`src/sv/rne_pkg.sv`:
```
// ----------------------------------------------------------------------------
// rne_pkg
// Shared types, letter codes and digit pattern function for the Roman
// numeral encoder.
// ----------------------------------------------------------------------------
package rne_pkg;

   localparam logic [7:0] CHAR_I    = 8'h49;
   localparam logic [7:0] CHAR_V    = 8'h56;
   localparam logic [7:0] CHAR_X    = 8'h58;
   localparam logic [7:0] CHAR_L    = 8'h4C;
   localparam logic [7:0] CHAR_C    = 8'h43;
   localparam logic [7:0] CHAR_D    = 8'h44;
   localparam logic [7:0] CHAR_M    = 8'h4D;
   localparam logic [7:0] CHAR_NONE = 8'h00;

   localparam int unsigned MAX_CHARS = 15;
   localparam logic [11:0] MAX_VALID = 12'd3999;

   typedef struct packed {
      logic       err;
      logic [1:0] thousands;
      logic [3:0] hundreds;
      logic [3:0] tens;
      logic [3:0] ones;
   } digits_type;

   typedef struct packed {
      logic [31:0] chars;
      logic [2:0]  len;
   } pat_type;

   typedef struct packed {
      logic                     err;
      logic [MAX_CHARS*8-1:0]   chars;
      logic [3:0]               len;
   } numeral_type;

   // letters of one decimal digit, first letter in the low byte
   function automatic pat_type digit_pat(input logic [3:0] d, input logic [7:0] one,
                                         input logic [7:0] five, input logic [7:0] ten);
      pat_type p;
      p.chars = '0;
      p.len   = 3'd0;
      case (d)
         4'd0: begin
            p.len = 3'd0;
         end
         4'd1: begin
            p.chars = {24'h0, one};
            p.len   = 3'd1;
         end
         4'd2: begin
            p.chars = {16'h0, one, one};
            p.len   = 3'd2;
         end
         4'd3: begin
            p.chars = {8'h0, one, one, one};
            p.len   = 3'd3;
         end
         4'd4: begin
            p.chars = {16'h0, five, one};
            p.len   = 3'd2;
         end
         4'd5: begin
            p.chars = {24'h0, five};
            p.len   = 3'd1;
         end
         4'd6: begin
            p.chars = {16'h0, one, five};
            p.len   = 3'd2;
         end
         4'd7: begin
            p.chars = {8'h0, one, one, five};
            p.len   = 3'd3;
         end
         4'd8: begin
            p.chars = {one, one, one, five};
            p.len   = 3'd4;
         end
         4'd9: begin
            p.chars = {16'h0, ten, one};
            p.len   = 3'd2;
         end
         default: begin
            p.chars = '0;
            p.len   = 3'd0;
         end
      endcase
      return p;
   endfunction

endpackage

```
`src/sv/rne_digits.sv`:
```
// ----------------------------------------------------------------------------
// rne_digits
// Three register stages that split the value into thousands, hundreds, tens
// and ones digits by constant compares and subtracts, and flag bad values.
// ----------------------------------------------------------------------------
module rne_digits (
   input  logic                clock,
   input  logic                reset,
   input  logic                in_valid,
   output logic                in_ready,
   input  logic [11:0]         in_value,
   output logic                out_valid,
   input  logic                out_ready,
   output rne_pkg::digits_type out_digits
);
   import rne_pkg::*;

   logic       s1_valid_ff, s2_valid_ff, s3_valid_ff;
   logic       adv1, adv2, adv3;

   logic       s1_err_ff, s1_err_in;
   logic [1:0] s1_th_ff, s1_th_in;
   logic [9:0] s1_rem_ff, s1_rem_in;

   logic       s2_err_ff;
   logic [1:0] s2_th_ff;
   logic [3:0] s2_h_ff, s2_h_in;
   logic [6:0] s2_rem_ff, s2_rem_in;

   digits_type s3_dig_ff, s3_dig_in;

   logic [11:0] th_sub;
   logic [9:0]  h_sub;
   logic [6:0]  t_sub;
   logic [3:0]  t_dig;

   assign adv3     = !s3_valid_ff || out_ready;
   assign adv2     = !s2_valid_ff || adv3;
   assign adv1     = !s1_valid_ff || adv2;
   assign in_ready = adv1;

   // thousands
   always_comb begin
      s1_err_in = (in_value == 12'd0) || (in_value > MAX_VALID);
      if (in_value >= 12'd3000) begin
         s1_th_in = 2'd3;
      end else if (in_value >= 12'd2000) begin
         s1_th_in = 2'd2;
      end else if (in_value >= 12'd1000) begin
         s1_th_in = 2'd1;
      end else begin
         s1_th_in = 2'd0;
      end
      th_sub    = 12'(s1_th_in) * 12'd1000;
      s1_rem_in = 10'(in_value - th_sub);
   end

   // hundreds
   always_comb begin
      s2_h_in = 4'd0;
      for (int k = 1; k < 10; k++) begin
         if (s1_rem_ff >= 10'(k * 100)) begin
            s2_h_in = 4'(k);
         end
      end
      h_sub     = 10'(s2_h_in) * 10'd100;
      s2_rem_in = 7'(s1_rem_ff - h_sub);
   end

   // tens and ones
   always_comb begin
      t_dig = 4'd0;
      for (int k = 1; k < 10; k++) begin
         if (s2_rem_ff >= 7'(k * 10)) begin
            t_dig = 4'(k);
         end
      end
      t_sub               = 7'(t_dig) * 7'd10;
      s3_dig_in.err       = s2_err_ff;
      s3_dig_in.thousands = s2_th_ff;
      s3_dig_in.hundreds  = s2_h_ff;
      s3_dig_in.tens      = t_dig;
      s3_dig_in.ones      = 4'(s2_rem_ff - t_sub);
   end

   always_ff @(posedge clock) begin
      if (reset) begin
         s1_valid_ff <= 1'b0;
         s2_valid_ff <= 1'b0;
         s3_valid_ff <= 1'b0;
      end else begin
         if (adv1) begin
            s1_valid_ff <= in_valid;
         end
         if (adv2) begin
            s2_valid_ff <= s1_valid_ff;
         end
         if (adv3) begin
            s3_valid_ff <= s2_valid_ff;
         end
      end
   end

   always_ff @(posedge clock) begin
      if (adv1) begin
         s1_err_ff <= s1_err_in;
         s1_th_ff  <= s1_th_in;
         s1_rem_ff <= s1_rem_in;
      end
      if (adv2) begin
         s2_err_ff <= s1_err_ff;
         s2_th_ff  <= s1_th_ff;
         s2_h_ff   <= s2_h_in;
         s2_rem_ff <= s2_rem_in;
      end
      if (adv3) begin
         s3_dig_ff <= s3_dig_in;
      end
   end

   assign out_valid  = s3_valid_ff;
   assign out_digits = s3_dig_ff;

endmodule

```
`src/sv/rne_pattern.sv`:
```
// ----------------------------------------------------------------------------
// rne_pattern
// Three register stages that turn the digits into letter groups and merge
// them into one left-aligned run of up to fifteen letters.
// ----------------------------------------------------------------------------
module rne_pattern (
   input  logic                 clock,
   input  logic                 reset,
   input  logic                 in_valid,
   output logic                 in_ready,
   input  rne_pkg::digits_type  in_digits,
   output logic                 out_valid,
   input  logic                 out_ready,
   output rne_pkg::numeral_type out_numeral
);
   import rne_pkg::*;

   logic s4_valid_ff, s5_valid_ff, s6_valid_ff;
   logic adv4, adv5, adv6;

   logic        s4_err_ff, s4_err_in;
   logic [23:0] s4_thc_ff, s4_thc_in;
   logic [1:0]  s4_thl_ff, s4_thl_in;
   pat_type     s4_h_ff, s4_h_in;
   pat_type     s4_t_ff, s4_t_in;
   pat_type     s4_o_ff, s4_o_in;

   logic        s5_err_ff;
   logic [55:0] s5_ac_ff, s5_ac_in;
   logic [2:0]  s5_al_ff, s5_al_in;
   logic [63:0] s5_bc_ff, s5_bc_in;
   logic [3:0]  s5_bl_ff, s5_bl_in;

   numeral_type s6_num_ff, s6_num_in;

   assign adv6     = !s6_valid_ff || out_ready;
   assign adv5     = !s5_valid_ff || adv6;
   assign adv4     = !s4_valid_ff || adv5;
   assign in_ready = adv4;

   // letter groups per place
   always_comb begin
      s4_err_in = in_digits.err;
      case (in_digits.thousands)
         2'd1: begin
            s4_thc_in = {16'h0, CHAR_M};
            s4_thl_in = 2'd1;
         end
         2'd2: begin
            s4_thc_in = {8'h0, CHAR_M, CHAR_M};
            s4_thl_in = 2'd2;
         end
         2'd3: begin
            s4_thc_in = {CHAR_M, CHAR_M, CHAR_M};
            s4_thl_in = 2'd3;
         end
         default: begin
            s4_thc_in = '0;
            s4_thl_in = 2'd0;
         end
      endcase
      s4_h_in = digit_pat(in_digits.hundreds, CHAR_C, CHAR_D, CHAR_M);
      s4_t_in = digit_pat(in_digits.tens, CHAR_X, CHAR_L, CHAR_C);
      s4_o_in = digit_pat(in_digits.ones, CHAR_I, CHAR_V, CHAR_X);
      // bad value: one null letter
      if (in_digits.err) begin
         s4_thc_in = {16'h0, CHAR_NONE};
         s4_thl_in = 2'd1;
         s4_h_in   = '0;
         s4_t_in   = '0;
         s4_o_in   = '0;
      end
   end

   // pairwise merge
   always_comb begin
      s5_ac_in = 56'(s4_thc_ff) | (56'(s4_h_ff.chars) << {s4_thl_ff, 3'b000});
      s5_al_in = 3'(s4_thl_ff) + s4_h_ff.len;
      s5_bc_in = 64'(s4_t_ff.chars) | (64'(s4_o_ff.chars) << {s4_t_ff.len, 3'b000});
      s5_bl_in = 4'(s4_t_ff.len) + 4'(s4_o_ff.len);
   end

   // final merge
   always_comb begin
      s6_num_in.err   = s5_err_ff;
      s6_num_in.chars = (MAX_CHARS*8)'(s5_ac_ff)
                      | ((MAX_CHARS*8)'(s5_bc_ff) << {s5_al_ff, 3'b000});
      s6_num_in.len   = 4'(s5_al_ff) + s5_bl_ff;
   end

   always_ff @(posedge clock) begin
      if (reset) begin
         s4_valid_ff <= 1'b0;
         s5_valid_ff <= 1'b0;
         s6_valid_ff <= 1'b0;
      end else begin
         if (adv4) begin
            s4_valid_ff <= in_valid;
         end
         if (adv5) begin
            s5_valid_ff <= s4_valid_ff;
         end
         if (adv6) begin
            s6_valid_ff <= s5_valid_ff;
         end
      end
   end

   always_ff @(posedge clock) begin
      if (adv4) begin
         s4_err_ff <= s4_err_in;
         s4_thc_ff <= s4_thc_in;
         s4_thl_ff <= s4_thl_in;
         s4_h_ff   <= s4_h_in;
         s4_t_ff   <= s4_t_in;
         s4_o_ff   <= s4_o_in;
      end
      if (adv5) begin
         s5_err_ff <= s4_err_ff;
         s5_ac_ff  <= s5_ac_in;
         s5_al_ff  <= s5_al_in;
         s5_bc_ff  <= s5_bc_in;
         s5_bl_ff  <= s5_bl_in;
      end
      if (adv6) begin
         s6_num_ff <= s6_num_in;
      end
   end

   assign out_valid   = s6_valid_ff;
   assign out_numeral = s6_num_ff;

endmodule

```
`src/sv/rne_serial.sv`:
```
// ----------------------------------------------------------------------------
// rne_serial
// Output shifter that sends one letter per cycle and loads the next numeral
// in the cycle of the previous one's last letter.
// ----------------------------------------------------------------------------
module rne_serial (
   input  logic                 clock,
   input  logic                 reset,
   input  logic                 in_valid,
   output logic                 in_ready,
   input  rne_pkg::numeral_type in_numeral,
   output logic                 rsp_valid,
   output logic [7:0]           rsp_char_code,
   output logic                 rsp_last,
   output logic                 rsp_out_of_range
);
   import rne_pkg::*;

   logic [MAX_CHARS*8-1:0] sbuf_ff, sbuf_in;
   logic [3:0]             cnt_ff, cnt_in;
   logic                   err_ff, err_in;
   logic                   load;

   assign in_ready = (cnt_ff <= 4'd1);
   assign load     = in_valid && in_ready;

   always_comb begin
      sbuf_in = sbuf_ff;
      cnt_in  = cnt_ff;
      err_in  = err_ff;
      if (load) begin
         sbuf_in = in_numeral.chars;
         cnt_in  = in_numeral.len;
         err_in  = in_numeral.err;
      end else if (cnt_ff != 4'd0) begin
         sbuf_in = {8'h00, sbuf_ff[MAX_CHARS*8-1:8]};
         cnt_in  = cnt_ff - 4'd1;
      end
   end

   always_ff @(posedge clock) begin
      if (reset) begin
         cnt_ff <= 4'd0;
      end else begin
         cnt_ff <= cnt_in;
      end
   end

   always_ff @(posedge clock) begin
      sbuf_ff <= sbuf_in;
      err_ff  <= err_in;
   end

   assign rsp_valid        = (cnt_ff != 4'd0);
   assign rsp_char_code    = sbuf_ff[7:0];
   assign rsp_last         = (cnt_ff == 4'd1);
   assign rsp_out_of_range = err_ff;

endmodule

```
`src/sv/roman_numeral_encoder_top.sv`:
```
// the first letter shows once the value is through the pipeline and the shifter
// throughput: one letter per cycle; a numeral of n letters (1 to 15) holds the
// output shifter until its last letter, when the next numeral can load
// the six-stage digit and pattern pipeline takes a new value every cycle
// while it has room; busy rises when the output shifter backs it up
// reset (synchronous) empties the pipeline and the output shifter
// ----------------------------------------------------------------------------
// roman_numeral_encoder_top
// Converts a 12-bit value to Roman numeral letters, one per cycle, with the
// final letter marked and bad values flagged.
// ----------------------------------------------------------------------------
module roman_numeral_encoder_top (
   input  logic        clock,
   input  logic        reset,
   input  logic        start,
   output logic        busy,
   input  logic [11:0] req_value,
   output logic        rsp_valid,
   output logic [7:0]  rsp_char_code,
   output logic        rsp_last,
   output logic        rsp_out_of_range
);
   import rne_pkg::*;

   logic        dig_ready;
   logic        dig_valid;
   logic        pat_ready;
   digits_type  digits;
   logic        num_valid;
   logic        ser_ready;
   numeral_type numeral;

   assign busy = !dig_ready;

   rne_digits u_digits (
      .clock      (clock),
      .reset      (reset),
      .in_valid   (start),
      .in_ready   (dig_ready),
      .in_value   (req_value),
      .out_valid  (dig_valid),
      .out_ready  (pat_ready),
      .out_digits (digits)
   );

   rne_pattern u_pattern (
      .clock       (clock),
      .reset       (reset),
      .in_valid    (dig_valid),
      .in_ready    (pat_ready),
      .in_digits   (digits),
      .out_valid   (num_valid),
      .out_ready   (ser_ready),
      .out_numeral (numeral)
   );

   rne_serial u_serial (
      .clock            (clock),
      .reset            (reset),
      .in_valid         (num_valid),
      .in_ready         (ser_ready),
      .in_numeral       (numeral),
      .rsp_valid        (rsp_valid),
      .rsp_char_code    (rsp_char_code),
      .rsp_last         (rsp_last),
      .rsp_out_of_range (rsp_out_of_range)
   );

endmodule

```
`config.mk`:
```
export PLATFORM = sky130hd
export DESIGN_NAME = roman_numeral_encoder_top
export DESIGN_NICKNAME = d
export VERILOG_FILES = /design/src/sv/rne_pkg.sv /design/src/sv/rne_digits.sv /design/src/sv/rne_pattern.sv /design/src/sv/rne_serial.sv /design/src/sv/roman_numeral_encoder_top.sv
export SDC_FILE = /design/constraint.sdc
export NUM_CORES = 1
export LEC_CHECK = 0
export BUFFER_PORTS_ARGS = -buffer_cell sky130_fd_sc_hd__clkbuf_2
export CAP_MARGIN = 15
export CORE_MARGIN = 5
export CORE_UTILIZATION = 63
export CTS_CLUSTER_SIZE = 14
export DETAILED_ROUTE_END_ITERATION = 10
export GPL_ROUTABILITY_DRIVEN = 0
export HOLD_SLACK_MARGIN = 0.06
export PLACE_DENSITY = 0.8
export SYNTH_ARGS = -nofsm -noshare
export SYNTH_HDL_FRONTEND = slang
export SYNTH_SLANG_ARGS = --single-unit
```
`constraint.sdc`:
```
create_clock -name clock -period 5.15 [get_ports clock]
set_input_delay 0.515 -clock clock [delete_from_list [all_inputs] [get_ports clock]]
set_output_delay 0.515 -clock clock [all_outputs]
set_load 0.01 [all_outputs]
```
==> flow_summary.json <==
{
  "end_kind": "output port",
  "grt_antenna_before_repair": 0,
  "initial_utilization_pct": 63.46,
  "critPathLaunch": "u_serial.cnt_ff[0]",
  "placeableCoreArea_um2": 25040,
  "design.portCount": 27,
  "post_detailed_route_via_to_cell_ratio": 5.833,
  "crit-reg2reg-launch": "u_digits.s1_rem_ff[3]",
  "detailedRoute.firstPassIterationCount": 5,
  "max-vdd-ir-drop_mv": 0.4490,
  "global_route.usage.total_pct": 21.83,
  "num_vias": 9957,
  "tightestPinTransition_ns": 1.021,
  "grt_first_pass_wirelength_mm": 49.69,
  "post_layout_nonfiller_instances": 1707,
  "clkSlewWorstSetupHoldPaths_ns": 0.06,
  "rsz0062_at_grt": "no",
  "critPathMaxFanout": 46,
  "hpwl_mm": 20.94,
  "postSynthAreaPerCell_um2": 11.74,
  "fraction_of_final_layout_cells_with_drive_strength_greater_than_1_pct": 9.368,
  "rows": 58,
  "totalWireLength_mm": 30.86,
  "syn2layout_area_growth_pct": 8.599,
  "drt_drc_violations_left": 0,
  "drv_cap": 0,
  "final_clock_period_utilization_by_the_worst_path_pct": 71.97,
  "timing.hold.worst.class": "input port to flop",
  "number_of_storage_elements_in_the_synthesis_netlist": 347,
  "finalSetupViolations": 0,
  "final_antenna_net_count": 0,
  "syn_std_cell_area_um2": 15890,
  "seq_area_frac_synth_pct": 64.96,
  "yosysUniqueCellTypes": 57,
  "crit_path_start_kind": "flop",
  "tritoncts": "built",
  "timing.fmax_mhz": 269.8,
  "floorplan.die.width_um": 168.8,
  "cts.htree.levels": 2,
  "cts-root-to-sink-buffers": 3,
  "timing.critical_path.required_ns": 4.64,
  "post-cts-setup-buffer-count": 0,
  "drtIter0Drc": 968,
  "pre_cts_ws_ns": 1.910,
  "cts_repair_resize_count": 0,
  "placed_cells_incl_taps": 1645,
  "relative_slew_slack_pct": 31.94,
  "yosys.area.top_type": "edfxtp_1",
  "worst_ep_arrival_time_ns": 3.19,
  "ys_async_sr_fraction_pct": 0,
  "antenna_cells": 0,
  "globalRoute.totalOverflow": 0,
  "grt_pass1_vias": 9730,
  "cts-root-buf": "clkbuf_16",
  "post_synth_edffs": 337,
  "clock_skew_ns": 0.01741,
  "die-area_um2": 28500,
  "grt_start_max_net_pins": 84,
  "ctsHoldBuffers": 0,
  "clock_latency_ns": 0.52,
  "numPortBuffers": 24,
  "final_util_pct": 68.92,
  "p_per_area_nw_per_um2": 624.1,
  "yosys.area.top_type_share_pct": 63.70,
  "finalPower_mw": 10.77,
  "wl_per_cell_um": 18.08,
  "timing.hold.worst.start": "req_value[0]",
  "power.leakage_nw": 7.307,
  "yosys-top-cells-area": "edfxtp_1, nand2_1, mux2i_1",
  "clock_sinks": 347,
  "final.min_clock_period_ns": 3.707,
  "crit_type": "flop to output port",
  "count_of_final_max_slew_check_failures": 0,
  "synth_top_flop_cell": "edfxtp_1",
  "final_number_of_hold_violating_endpoints": 0,
  "yosysWarnings": 0,
  "setup.reg_to_reg.worst_slack_ns": 1.87,
  "setup_tns_ns": 0,
  "tritoncts.num_buffers": 36,
  "layout.nets": 1397,
  "run_status": "finished clean",
  "die_h_um": 168.8,
  "synthesis.instances": 1353,
  "final.setup.worst_slack_ns": 1.443
}
Yosys cell counts, types with 2 or more instances:
| cell | n |
|---|---|
| a22oi_1 | 5 |
| o21ai_0 | 51 |
| fa_1 | 6 |
| a21oi_1 | 63 |
| nand2b_1 | 14 |
| nand3_1 | 15 |
| ha_1 | 23 |
| buf_4 | 8 |
| o22ai_1 | 11 |
| o21bai_1 | 14 |
| nor2b_1 | 17 |
| xor2_1 | 5 |
| or2_2 | 13 |
| a2111oi_0 | 3 |
| dfxtp_1 | 10 |
| nor2_1 | 98 |
| a211o_1 | 7 |
| edfxtp_1 | 337 |
| nor3_1 | 18 |
| a211oi_1 | 5 |
| xnor2_1 | 16 |
| inv_1 | 43 |
| and3_1 | 21 |
| inv_2 | 2 |
| nand2_1 | 316 |
| and2_1 | 15 |
| nor4_1 | 10 |
| mux2_2 | 22 |
| a32o_1 | 2 |
| clkbuf_1 | 42 |
| mux2i_1 | 43 |
| nand3b_1 | 2 |
| o21a_1 | 5 |
| o22a_1 | 2 |
| a21o_1 | 36 |
| o31a_1 | 3 |
| buf_1 | 3 |
| buf_2 | 20 |
| a31oi_1 | 6 |
| a22o_1 | 2 |
| or3_1 | 3 |
path summary, 6_finish.rpt:
path | end | cells past startpoint
max | busy | 10
min | u_digits.s1_rem_ff[0] | 1
max reg2reg | u_digits.s2_rem_ff[6] | 12
min reg2reg | u_digits.out_digits[11] | 0
area by class of cell:
type	count	area, um^2
Fill cell	1740	7782
Multi-Input combinational cell	888	5072
Inverter	45	171.4
Clock buffer	45	955.9
Clock inverter	17	118.9
Timing Repair Buffer	35	202.7
Tap cell	330	412.9
Sequential cell	347	10320
cell usage in the layout (no fill, tap or decap), types with 5 or more instances in the layout:
cell type and count:
a211o_1 7, a211oi_1 5, a21o_1 36, a21oi_1 63, a22oi_1 5, a31oi_1 6
and2_1 15, and3_1 21, buf_4 11, clkbuf_1 8, clkbuf_16 37, clkbuf_2 24
clkinv_1 5, clkinv_2 8, dfxtp_1 10, edfxtp_1 337, fa_1 6, ha_1 23
inv_1 40, mux2_2 22, mux2i_1 43, nand2_1 314, nand2b_1 14, nand3_1 14
nor2_1 98, nor2b_1 17, nor3_1 18, nor4_1 10, o21a_1 5, o21ai_0 51
o21bai_1 14, o22ai_1 11, or2_2 13, xnor2_1 16, xor2_1 5
worst max-delay path, stage by stage, from the launching register on:
cell	delay (ns)
dfxtp_1	0.38
inv_1	0.07
ha_1	0.23
nor2_1	0.16
o31a_1	0.28
nand3_2	0.10
buf_4	0.29
nor2_1	0.30
nand3_1	0.54
inv_1	0.17
clkbuf_2	0.15
through the flow:
| step | cell area [um^2] | hold slack, ns |
|---|---|---|
| after floorplan | 15890 | 0.4003 |
| after global placement | 16180 | 0.4010 |
| after detailed placement | 16180 | 0.4093 |
| after CTS | 17250 | 0.1700 |
| after global routing | 17250 | 0.1765 |
| final | 17250 | 0.1855 |
flip-flops by register name (all words and copies together), names as in the netlist, 3 cells and up:
| register | flops |
|---|---|
| u_pattern.s5_bl_ff | 4 |
| u_pattern.s4_h_ff | 13 |
| u_serial.cnt_ff | 4 |
| u_serial.sbuf_ff | 84 |
| u_pattern.s5_ac_ff | 27 |
| u_pattern.s4_thc_ff | 3 |
| u_digits.out_digits | 15 |
| u_digits.s1_rem_ff | 10 |
| u_pattern.s5_al_ff | 3 |
| u_pattern.s5_bc_ff | 42 |
| u_digits.s2_h_ff | 4 |
| u_pattern.s4_t_ff | 13 |
| u_digits.s2_rem_ff | 7 |
| u_pattern.out_numeral | 89 |
| u_pattern.s4_o_ff | 13 |
layer usage:
layer / track usage [%] / vias to the layer above / wire length (um)
li1: - / 4805 / -
met4: 9.774 / 0 / 1346
met5: 0 / - / 0
met1: 28.32 / 4712 / 12700
met3: 3.573 / 91 / 1739
met2: 36.58 / 349 / 15070
logic make-up (layout without fill, tap and decap cells):
kind of cell | after synthesis | in the layout | synth area share [%]
AO/OA/AOI/OAI | 223 | 223 | 8.836
adder cells (fa/ha/maj) | 30 | 30 | 2.630
AND/OR/NAND/NOR | 546 | 546 | 14.78
multiplexers | 66 | 66 | 4.410
other | 1 | 2 | 0.02360
flip-flops | 347 | 347 | 64.96
buffers and inverters | 119 | 142 | 3.205
XOR/XNOR | 21 | 21 | 1.158
power by group:
group          switching, mW  leakage [nW]  internal [mW]
Sequential             0.708          3.80           4.62
Combinational           1.89          2.98           1.18
Clock                   1.01         0.520           1.37
Total                   3.61          7.31           7.16
No activity file was read; power rests on OpenSTA's default activity.
